## src/rtl/i2crs_pkg.sv

```systemverilog
// Package for the I2C register slave: phase and FSM types, event codes, constants.
// No dependencies.
package i2crs_pkg;

    localparam int TABLE_ENTRIES_DEF = 16;
    localparam logic [6:0] OWN_ADDRESS_RST = 7'd69;
    localparam logic [1:0] POINTER_BYTES_RST = 2'd1;

    localparam logic [1:0] REQ_SCL_RISE = 2'd0;
    localparam logic [1:0] REQ_SCL_FALL = 2'd1;
    localparam logic [1:0] REQ_SDA_FALL = 2'd2;
    localparam logic [1:0] REQ_SDA_RISE = 2'd3;

    localparam logic [1:0] ST_NONE   = 2'd0;
    localparam logic [1:0] ST_STORED = 2'd1;
    localparam logic [1:0] ST_FULL   = 2'd2;

    localparam logic CFG_OWN_ADDRESS   = 1'b0;
    localparam logic CFG_POINTER_BYTES = 1'b1;

    typedef enum logic [2:0] {
        PH_IDLE, PH_DEVADDR, PH_REGADDR, PH_DATA, PH_SEND
    } t_phase;

    typedef enum logic [2:0] {
        S_IDLE, S_SCAN, S_WAIT, S_OUT
    } t_fsm;

endpackage

```

## src/rtl/i2c_register_slave.sv

```systemverilog
// Top level of the I2C register slave: bus protocol decode plus table search.
// Depends on i2crs_pkg.
//
// A bus edge item that touches no table entry needs no table scan. A data
// byte write or the first falling SCL edge of a read byte scans the table
// memory one entry per cycle, up to entries_used (at most TABLE_ENTRIES)
// entries and stopping at a hit, then passes through S_WAIT and S_OUT.
// One item is worked on at a time; a result waits in an output register and
// the next item is taken when it has been delivered.
module i2c_register_slave #(
    parameter int TABLE_ENTRIES = i2crs_pkg::TABLE_ENTRIES_DEF
) (
    input  logic       i_clk,
    input  logic       i_rst_n,
    input  logic       i_cfg_we,
    input  logic       i_cfg_index,
    input  logic [6:0] i_cfg_data,
    input  logic       i_valid,
    output logic       o_ready,
    input  logic [1:0] i_req_type,
    input  logic       i_scl_level,
    input  logic       i_sda_level,
    output logic       o_valid,
    input  logic       i_ready,
    output logic       o_sda_pull_low,
    output logic       o_busy_res,
    output logic [1:0] o_store_status
);
    import i2crs_pkg::*;

    localparam int IW = (TABLE_ENTRIES > 1) ? $clog2(TABLE_ENTRIES) : 1;
    localparam int CW = $clog2(TABLE_ENTRIES + 1);
    localparam logic [CW-1:0] FULL_COUNT = CW'(TABLE_ENTRIES);

    logic [15:0] mem_addr [TABLE_ENTRIES];
    logic [7:0]  mem_data [TABLE_ENTRIES];

    logic [6:0]  r_own_address;
    logic [1:0]  r_pointer_bytes;
    t_phase      r_phase, n_phase;
    t_fsm        r_fsm, n_fsm;
    logic [3:0]  r_bit_count, n_bit_count;
    logic [3:0]  r_send_bit_count, n_send_bit_count;
    logic [7:0]  r_shift_byte, n_shift_byte;
    logic        r_is_read, n_is_read;
    logic        r_ack_pending, n_ack_pending;
    logic        r_drive_low, n_drive_low;
    logic [1:0]  r_pointer_byte_count, n_pointer_byte_count;
    logic [15:0] r_reg_pointer, n_reg_pointer;
    logic [15:0] r_write_offset, n_write_offset;
    logic [15:0] r_read_offset, n_read_offset;
    logic [CW-1:0] r_entries_used, n_entries_used;
    logic [1:0]  r_status, n_status;
    logic        r_out_valid;
    // search state
    logic        r_scan_wr;        // scan serves a write (else a read)
    logic [15:0] r_key;
    logic [7:0]  r_wdata;
    logic [CW-1:0] r_scan_idx;
    logic        r_rd_pend;        // a read was issued last cycle
    logic [15:0] r_rd_addr;
    logic [7:0]  r_rd_data;

    logic        accept;
    logic        scan_go;          // item needs a table scan
    logic        scan_wr_go;
    logic [15:0] key_go;
    logic        hit;
    logic        scan_end;
    logic        mem_we;
    logic [IW-1:0] mem_wi;

    assign accept  = i_valid && o_ready;
    assign o_ready = (r_fsm == S_IDLE) && !r_out_valid;
    assign o_valid = r_out_valid;
    assign o_sda_pull_low = r_drive_low;
    assign o_busy_res     = (r_phase != PH_IDLE);
    assign o_store_status = r_status;

    assign hit      = r_rd_pend && (r_rd_addr == r_key);
    assign scan_end = (r_scan_idx == r_entries_used);

    // Protocol step for one item; table work is deferred to the scan.
    always_comb begin
        n_phase = r_phase;
        n_bit_count = r_bit_count;
        n_send_bit_count = r_send_bit_count;
        n_shift_byte = r_shift_byte;
        n_is_read = r_is_read;
        n_ack_pending = r_ack_pending;
        n_drive_low = r_drive_low;
        n_pointer_byte_count = r_pointer_byte_count;
        n_reg_pointer = r_reg_pointer;
        n_write_offset = r_write_offset;
        n_read_offset = r_read_offset;
        scan_go = 1'b0;
        scan_wr_go = 1'b0;
        key_go = 16'd0;
        case (i_req_type)
            REQ_SCL_RISE: begin
                case (r_phase)
                    PH_DEVADDR: begin
                        n_bit_count = r_bit_count + 4'd1;
                        if (n_bit_count != 4'd9)
                            n_shift_byte = {r_shift_byte[6:0], i_sda_level};
                        if (n_bit_count == 4'd8) begin
                            if (n_shift_byte[7:1] != r_own_address) begin
                                n_phase = PH_IDLE;
                                n_bit_count = 4'd0;
                                n_send_bit_count = 4'd0;
                            end else begin
                                n_is_read = n_shift_byte[0];
                                n_ack_pending = 1'b1;
                            end
                        end else if (n_bit_count >= 4'd9) begin
                            if (r_is_read) begin
                                n_read_offset = 16'd0;
                                n_phase = PH_SEND;
                            end else begin
                                n_pointer_byte_count = 2'd0;
                                n_phase = PH_REGADDR;
                            end
                            n_bit_count = 4'd0;
                            n_send_bit_count = 4'd0;
                        end
                    end
                    PH_REGADDR: begin
                        n_bit_count = r_bit_count + 4'd1;
                        if (n_bit_count < 4'd9) begin
                            n_shift_byte = {r_shift_byte[6:0], i_sda_level};
                            if (n_bit_count == 4'd8) n_ack_pending = 1'b1;
                        end else begin
                            if (r_pointer_byte_count == 2'd0)
                                n_reg_pointer = {8'd0, r_shift_byte};
                            else
                                n_reg_pointer = {r_reg_pointer[7:0], r_shift_byte};
                            n_pointer_byte_count = r_pointer_byte_count + 2'd1;
                            n_bit_count = 4'd0;
                            if (n_pointer_byte_count >=
                                ((r_pointer_bytes == 2'd1) ? 2'd1 : 2'd2)) begin
                                n_phase = PH_DATA;
                                n_write_offset = 16'd0;
                            end
                        end
                    end
                    PH_DATA: begin
                        n_bit_count = r_bit_count + 4'd1;
                        if (n_bit_count < 4'd9) begin
                            n_shift_byte = {r_shift_byte[6:0], i_sda_level};
                            if (n_bit_count == 4'd8) n_ack_pending = 1'b1;
                        end else begin
                            scan_go = 1'b1;
                            scan_wr_go = 1'b1;
                            key_go = r_reg_pointer + r_write_offset;
                            n_write_offset = r_write_offset + 16'd1;
                            n_bit_count = 4'd0;
                        end
                    end
                    PH_SEND: begin
                        if (r_send_bit_count == 4'd0 && i_sda_level) begin
                            n_phase = PH_IDLE;
                            n_bit_count = 4'd0;
                            n_send_bit_count = 4'd0;
                            n_shift_byte = 8'd0;
                            n_ack_pending = 1'b0;
                            n_drive_low = 1'b0;
                        end
                    end
                    default: ;
                endcase
            end
            REQ_SCL_FALL: begin
                if (r_phase == PH_SEND) begin
                    n_send_bit_count = r_send_bit_count + 4'd1;
                    n_ack_pending = 1'b0;
                    if (n_send_bit_count == 4'd1) begin
                        // Byte fetch: the scan finishes the first bit.
                        scan_go = 1'b1;
                        key_go = r_reg_pointer + r_read_offset;
                        n_read_offset = r_read_offset + 16'd1;
                    end else if (n_send_bit_count <= 4'd8) begin
                        n_drive_low = !r_shift_byte[7];
                        n_shift_byte = {r_shift_byte[6:0], 1'b0};
                    end else begin
                        n_send_bit_count = 4'd0;
                        n_drive_low = 1'b0;
                    end
                end else begin
                    if (r_drive_low && !r_ack_pending) n_drive_low = 1'b0;
                    if (r_ack_pending) begin
                        n_drive_low = 1'b1;
                        n_ack_pending = 1'b0;
                    end
                end
            end
            default: begin
                if (i_scl_level) begin
                    n_phase = (i_req_type == REQ_SDA_FALL) ? PH_DEVADDR : PH_IDLE;
                    n_bit_count = 4'd0;
                    n_send_bit_count = 4'd0;
                    n_shift_byte = 8'd0;
                    n_ack_pending = 1'b0;
                    n_drive_low = 1'b0;
                    if (i_req_type == REQ_SDA_RISE) n_read_offset = 16'd0;
                end
            end
        endcase
    end

    // Search sequencer next state.
    always_comb begin
        n_fsm = r_fsm;
        case (r_fsm)
            S_IDLE: if (accept && scan_go) n_fsm = S_SCAN;
            S_SCAN: if (hit || scan_end) n_fsm = S_WAIT;
            S_WAIT: n_fsm = S_OUT;
            S_OUT:  n_fsm = S_IDLE;
            default: n_fsm = S_IDLE;
        endcase
    end

    // Search sequencer outputs: memory write and status.
    always_comb begin
        mem_we = 1'b0;
        mem_wi = r_scan_idx[IW-1:0];
        n_status = ST_NONE;
        n_entries_used = r_entries_used;
        if (r_fsm == S_SCAN && r_scan_wr) begin
            if (hit) begin
                mem_we = 1'b1;
                mem_wi = IW'(r_scan_idx - CW'(1));
                n_status = ST_STORED;
            end else if (scan_end) begin
                if (r_entries_used != FULL_COUNT) begin
                    mem_we = 1'b1;
                    mem_wi = r_entries_used[IW-1:0];
                    n_entries_used = r_entries_used + CW'(1);
                    n_status = ST_STORED;
                end else begin
                    n_status = ST_FULL;
                end
            end
        end
    end

    // Table memory: one read and one write port, registered read.
    always_ff @(posedge i_clk) begin
        if (mem_we) begin
            mem_addr[mem_wi] <= r_key;
            mem_data[mem_wi] <= r_wdata;
        end
        if (r_fsm == S_SCAN && !scan_end) begin
            r_rd_addr <= mem_addr[r_scan_idx[IW-1:0]];
            r_rd_data <= mem_data[r_scan_idx[IW-1:0]];
        end
    end

    always_ff @(posedge i_clk) begin
        if (!i_rst_n) begin
            r_own_address <= OWN_ADDRESS_RST;
            r_pointer_bytes <= POINTER_BYTES_RST;
            r_phase <= PH_IDLE;
            r_fsm <= S_IDLE;
            r_bit_count <= 4'd0;
            r_send_bit_count <= 4'd0;
            r_shift_byte <= 8'd0;
            r_is_read <= 1'b0;
            r_ack_pending <= 1'b0;
            r_drive_low <= 1'b0;
            r_pointer_byte_count <= 2'd0;
            r_reg_pointer <= 16'd0;
            r_write_offset <= 16'd0;
            r_read_offset <= 16'd0;
            r_entries_used <= '0;
            r_status <= ST_NONE;
            r_out_valid <= 1'b0;
            r_rd_pend <= 1'b0;
            r_scan_idx <= '0;
        end else begin
            if (i_cfg_we) begin
                if (i_cfg_index == CFG_OWN_ADDRESS) r_own_address <= i_cfg_data;
                else r_pointer_bytes <= i_cfg_data[1:0];
            end
            r_fsm <= n_fsm;
            if (o_valid && i_ready) r_out_valid <= 1'b0;
            if (accept) begin
                r_phase <= n_phase;
                r_bit_count <= n_bit_count;
                r_send_bit_count <= n_send_bit_count;
                r_shift_byte <= n_shift_byte;
                r_is_read <= n_is_read;
                r_ack_pending <= n_ack_pending;
                r_drive_low <= n_drive_low;
                r_pointer_byte_count <= n_pointer_byte_count;
                r_reg_pointer <= n_reg_pointer;
                r_write_offset <= n_write_offset;
                r_read_offset <= n_read_offset;
                r_status <= ST_NONE;
                r_scan_wr <= scan_wr_go;
                r_key <= key_go;
                r_wdata <= n_shift_byte;
                r_scan_idx <= '0;
                r_rd_pend <= 1'b0;
                if (!scan_go) r_out_valid <= 1'b1;
            end
            if (r_fsm == S_SCAN) begin
                r_rd_pend <= !scan_end && !hit;
                if (!scan_end) r_scan_idx <= r_scan_idx + CW'(1);
                r_entries_used <= n_entries_used;
                if (hit || scan_end) begin
                    r_status <= n_status;
                    if (!r_scan_wr) begin
                        // First bit of the fetched byte goes out now.
                        r_drive_low <= hit ? !r_rd_data[7] : 1'b1;
                        r_shift_byte <= hit ? {r_rd_data[6:0], 1'b0} : 8'd0;
                    end
                end
            end
            if (r_fsm == S_OUT) r_out_valid <= 1'b1;
        end
    end

    assert property (@(posedge i_clk) disable iff (!i_rst_n)
        r_entries_used <= FULL_COUNT)
        else $error("entry count beyond table size");
    assert property (@(posedge i_clk) disable iff (!i_rst_n)
        (r_fsm != S_IDLE) |-> !r_out_valid)
        else $error("result shown while table scan runs");
    assert property (@(posedge i_clk) disable iff (!i_rst_n)
        mem_we |-> (r_fsm == S_SCAN && r_scan_wr))
        else $error("table written outside a write scan");
    assert property (@(posedge i_clk) disable iff (!i_rst_n)
        (r_fsm == S_SCAN) |-> (r_scan_idx <= r_entries_used))
        else $error("scan index past used entries");
endmodule

```

## config.mk

```make
export PLATFORM = sky130hd
export DESIGN_NAME = i2c_register_slave
export DESIGN_NICKNAME = d
export VERILOG_FILES = /design/src/rtl/i2crs_pkg.sv /design/src/rtl/i2c_register_slave.sv
export SDC_FILE = /design/constraint.sdc
export NUM_CORES = 1
export LEC_CHECK = 0
export BUFFER_PORTS_ARGS = -buffer_cell sky130_fd_sc_hd__clkbuf_2
export CELL_PAD_IN_SITES_DETAIL_PLACEMENT = 2
export CELL_PAD_IN_SITES_GLOBAL_PLACEMENT = 2
export CORE_MARGIN = 3
export CORE_UTILIZATION = 47
export DETAILED_ROUTE_END_ITERATION = 8
export PLACE_DENSITY = 0.9
export SLEW_MARGIN = 10
export SYNTH_ARGS = -nofsm -noshare
export SYNTH_HDL_FRONTEND = slang
export SYNTH_SLANG_ARGS = --single-unit
```

## constraint.sdc

```tcl
create_clock -name i_clk -period 4.45 [get_ports i_clk]
set_input_delay 0.6675 -clock i_clk [delete_from_list [all_inputs] [get_ports i_clk]]
set_output_delay 0.6675 -clock i_clk [all_outputs]
set_load 0.05 [all_outputs]
```

* Word level (Yosys, flattened, before mapping) *
Memories as Yosys holds them, arrays and structs flattened. A register that Yosys moved wholly into a read port is not among the register bits.
Cells that the tools add are included.

storage, ports and cells
  bits in writable memories = 384
  output and inout port bits = 6
  register bits = 123
  bits in read-only memories = 0
  input port bits = 17
  memories = 2
  bits in latches = 0
  word-level logic and storage cells = 254

operators by class
  div/mod/pow operators = 0
  magnitude comparators = 4
  bitwise operators = 5
  equal/unequal tests = 44
  multipliers = 0
  $add $sub $neg = 10
  shift-type cells = 0
  reduce and logical (&&, ||, !) cells = 43
  muxes and demuxes = 124

memory list
  memory    depth  width  rd ports  clocked after memory_dff  write ports  RTL line                  RTL
  mem_addr  16     16     1         1                         1            i2c_register_slave.sv:35  logic [15:0] mem_addr [TABLE_ENTRIES];
  mem_data  16     8      1         1                         1            i2c_register_slave.sv:36  logic [7:0] mem_data [TABLE_ENTRIES];

operators with widths
  cell                                                 number
  two-way mux 16 bit                                   16
  two-way mux 8 bit                                    14
  one-hot mux 16 bit (2 select lines)                  3
  two-way mux 4 bit                                    16
  two-way mux 1 bit                                    36
  adder 16 x 1 -> 16 bit, second input constant        2
  adder 16 bit                                         2
  two-way mux 3 bit                                    10
  two-way mux 2 bit                                    12
  != test 2 bit, second input constant                 12
  one-hot mux 4 bit (2 select lines)                   3
  one-hot mux 8 bit (3 select lines)                   1
  != test 3 bit, second input constant                 7
  one-hot mux 3 bit (3 select lines)                   2
  AND reduction 9 bit                                  2
  equality test 16 bit                                 1
  one-hot mux 8 bit (2 select lines)                   1
  two-way mux 5 bit                                    3
  AND reduction 5 bit                                  3
  AND reduction 7 bit                                  2
  equality test 3 x 2 -> 1 bit, second input constant  4
  != test 4 bit, second input constant                 3
  one-hot mux 4 bit (3 select lines)                   1
  adder 5 x 1 -> 5 bit, second input constant          2
  other kinds (38)                                     72

* Longest topological paths before layout *
  word-level depth = 11
  mapped depth = 12
  depth with buffers taken out = 10

* Worst setup path before layout *
OpenSTA, ideal clock, no wires.

  path type = register to register
  from = register r_key[10]
  to = memory mem_addr[2][0], enable pin
  setup slack = 592 ps
  buffers on the path = 1
  arrival time = 3453 ps
  setup time = 405 ps
  period minus slack after synthesis = 3858 ps
  cell stages (with the launch flop) = 9
  data required time = 4045 ps
  cell sequence = edfxtp_1 -> xor2_1 -> nor4_1 -> nand2_1 -> nor4_2 -> clkbuf_1 -> a21oi_1 -> or3_1 -> nor2_1

between the ends
  cells in the longest elaborated chain, start to end = 6
  elaborated cells between the ends (all ways) = 8
  classes of those cells = eq/ne (1); mux (6); reduce/logical (1)

RTL lines
  what                                     RTL line                   RTL
  start, declared                          i2c_register_slave.sv:57   logic [15:0] r_key;
  start signal, assigned                   i2c_register_slave.sv:300  r_key <= key_go;
  equality test 16 bit *                   i2c_register_slave.sv:80   assign hit = r_rd_pend && (r_rd_addr == r_key);
  logical AND 1 bit *                      i2c_register_slave.sv:80
  two-way mux 1 bit                        i2c_register_slave.sv:229  if (hit) begin
  two-way mux 1 bit                        i2c_register_slave.sv:228  if (r_fsm == S_SCAN && r_scan_wr) begin
  two-way mux 1 bit                        i2c_register_slave.sv:248  if (mem_we) begin
  two-way mux 1 bit (not written as such)  i2c_register_slave.sv:249  mem_addr[mem_wi] <= r_key;
  end, declared                            i2c_register_slave.sv:35

Every way passes the cells marked *; elsewhere a longest branch is shown, timed or not.

* Worst setup path after layout *
  from = register r_key[10]
  to = memory mem_addr[3][0], enable pin

Same word-level chain as after synthesis.

==> results.toml <==
[sta]
rsz0062_at_grt = "no"
hold_violations = 0
setup_tns_ps = 0
setup_viol = 0
tightest_slew_ps = 1110
slew_viol_final = 0
fmax_mhz = 242
setup_slack_ps = 325
period_share_pct = 92.7
slew_headroom_pct = 25.1
fin_skew_ps = 24.0
min_period_ps = 4120

[place]
place_inst = 2161
pre_cts_ws_ps = 542
placed_cell_area_mm2 = 0.0241
place.detailed.hpwl_um = 48500
io_buffers = 22
gp_congestion = 0.864

[global_route]
grt_usage_pct = 29.5
grt_max_degree = 105
antenna_found_initial = 1
met3_usage_pct = 4.37
gr-total-overflow = 0
grt_pass1_wl_um = 110000
grt_use_met1_pct = 35.6
grtUsageMet2_pct = 53.1
first_global_vias = 16000
gr-max-usage-layer = "met2"

[clocking]
postCtsSetupBuffers = 0
numClockSinks = 530
cts_resized = 0
cts_tree = "built"
htreeDepth = 2
cts_buffers = 56
cts_root_buffer = "clkbuf_16"
clk_latency_ps = 630
cts_hold_buf = 0
clockBufferDepth = 3
cts.clk_slew.worst_paths_ps = 70

[setup_path]
max_stage_delay_ps = 670
cp_slowest_cell = "edfxtp_1"
worstSetupPathType = "reg -> reg"
worstSetupEndpointType = "flip-flop"
path_delay_family = "simple AND/OR/NAND/NOR gates"
cpMostUsedCell = "buf_4"
path_cells = "xor2_1 -> nor4_1 -> nand2_1 -> nor4_4 -> buf_4 -> o21ai_0 -> a22oi_1 -> nand3b_1 -> nor2_4 -> buf_4"
rrSetupSlack_ps = 330
crit_buf_inv = 2
start_kind = "flip-flop"
critPathArrivalTime_ps = 4380
cp_data_required_time_ps = 4710
cp_max_fo = 24

[die]
die_height_um = 227
ios = 23
num_rows = 80
die_width_um = 227
core-area_mm2 = 0.0480
start_util_pct = 47.8
dieArea_mm2 = 0.0516

[detailed_routing]
wirelength_um = 74800
drcViolationCount = 0
wl_per_cell_um = 33.1
first_iter_violations = 1187
dr.pass1.iters = 5
ant_nets = 0
via_per_inst = 6.40
vias = 14500

[layout]
multi_input_area_mm2 = 0.00769
final-seq-area_mm2 = 0.0150
fill_cells = 4376
antenna_cells = 0
fin_cells = 2261
fin_area_mm2 = 0.0258
syn_to_final_growth_pct = 12.4
drive_above_1_share_pct = 18.3
fin_nets = 1672

[logic_synthesis]
synth_edf_count = 433
synth.net_count = 1609
syn-instance-count = 1541
synth_top_cell_by_area = "edfxtp_1"
synth.distinct_cells = 71
syn-cell-area_mm2 = 0.0230
synth_seq_cells = 530
synth_area_leaders = "edfxtp_1 (57%), mux4_2 (12%), dfxtp_1 (8.4%)"
yosysSeqAreaShare_pct = 65.0
yosys_warnings = 0
avgSynthCellArea_um2 = 14.9
synth_top_cell_area_share_pct = 56.6
async_flop_share_pct = 0
ys.flop_type = "edfxtp_1"

[pwr]
peakVddDrop_mv = 0.322
power_mw = 10.6
power_density_mw_per_mm2 = 411
p_leak_nw = 8.35

[job]
max_cap_viol_count = 0

[hold_path]
hp-class = "in -> reg"

[outcome]
status = "complete, no violations"
layer usage:
metal / wire length, µm / share of wire (%)
met1: 28500 / 38
met2: 39500 / 53
met3: 3410 / 4.6
met4: 3400 / 4.5
met5: 13 / 0.017
final timing paths:
check	start	end	cells past startpoint
worst max-delay path	r_key[10]	mem_addr[3][0]	10
worst min-delay path	i_cfg_data[2]	r_own_address[2]	3
worst max register to register	r_key[10]	mem_addr[3][0]	10
worst min register to register	r_pointer_bytes[0]	r_pointer_bytes[0]	2
registers in the layout, indices dropped and copies added, names as in the netlist, 3 cells and up:
signal            flops
mem_addr            256
r_entries_used        5
r_rd_addr            16
r_scan_idx            5
r_write_offset       16
r_read_offset        16
mem_data            128
r_rd_data             8
r_send_bit_count      4
r_wdata               8
r_own_address         7
r_reg_pointer        16
r_phase               3
r_shift_byte          8
r_bit_count           4
r_key                16
cell type report:
cell class	instances	share of cell area [%]
Timing Repair Buffer	74	1.99
Sequential cell	530	57.9
Clock inverter	19	0.596
Clock buffer	81	6.19
Tap cell	615	2.98
Multi-Input combinational cell	902	29.8
Inverter	40	0.581
metrics by stage:
step,utilization [%],hold slack [ps]
finish,53.8,290
floorplan,-,432
global route,53.8,315
global placement,50.1,445
detailed placement,50.1,474
CTS,53.8,265
Yosys cell counts, types with 16 or more instances:
master    count
edfxtp_1    433
mux4_2      120
nand2_1     111
nor2_1      100
dfxtp_1      97
a21oi_1      77
clkbuf_1     53
o21ai_0      50
ha_1         49
nand3_1      46
xnor2_1      42
inv_1        38
xor2_1       36
nor3_1       31
or3_1        20
nand2b_1     16
worst register-to-register path: stages (launching register included):
cell	delay [ps]
edfxtp_1	670
xor2_1	270
nor4_1	420
nand2_1	170
nor4_4	260
buf_4	290
o21ai_0	130
a22oi_1	450
nand3b_1	410
nor2_4	240
buf_4	430
cells in the final DEF (no fill, tap or decap), types with 11 or more instances in the layout:
| master | Yosys | routed |
|---|---|---|
| clkbuf_2 | 1 | 22 |
| a31oi_1 | 14 | 14 |
| nor2_2 | 0 | 15 |
| nor2b_1 | 13 | 13 |
| nand2b_1 | 16 | 16 |
| clkbuf_1 | 53 | 17 |
| nor3_1 | 31 | 31 |
| nand4_1 | 15 | 15 |
| nand3_1 | 46 | 46 |
| clkbuf_16 | 0 | 58 |
| mux4_2 | 120 | 120 |
| edfxtp_1 | 433 | 433 |
| xor2_1 | 36 | 36 |
| a22o_1 | 11 | 11 |
| dfxtp_1 | 97 | 93 |
| ha_1 | 49 | 49 |
| o21ai_0 | 50 | 50 |
| xnor2_1 | 42 | 42 |
| nand2_1 | 111 | 111 |
| or3_1 | 20 | 20 |
| nand3b_1 | 12 | 12 |
| buf_4 | 0 | 51 |
| nor2_1 | 100 | 83 |
| a21oi_1 | 77 | 77 |
| inv_1 | 38 | 38 |
report_power, final:
| group | switching (mW) | total [mW] | internal (mW) |
|---|---|---|---|
| Clock | 1.99 | 4.53 | 2.54 |
| Sequential | 0.151 | 5.62 | 5.47 |
| Combinational | 0.329 | 0.480 | 0.151 |
| Total | 2.47 | 10.6 | 8.16 |
cell families (layout without fill, tap and decap cells):
logic type,after synthesis,in the layout,share of synthesized area [%]
fa+ha+maj,51,51,2.84
mux,128,128,12.1
compound gates,241,241,6.73
xor+xnor,78,78,2.97
flops,530,530,65.0
simple gates,404,404,8.52
buf+inv,109,214,1.81
Note: power is estimated with default switching activity, not from simulation.
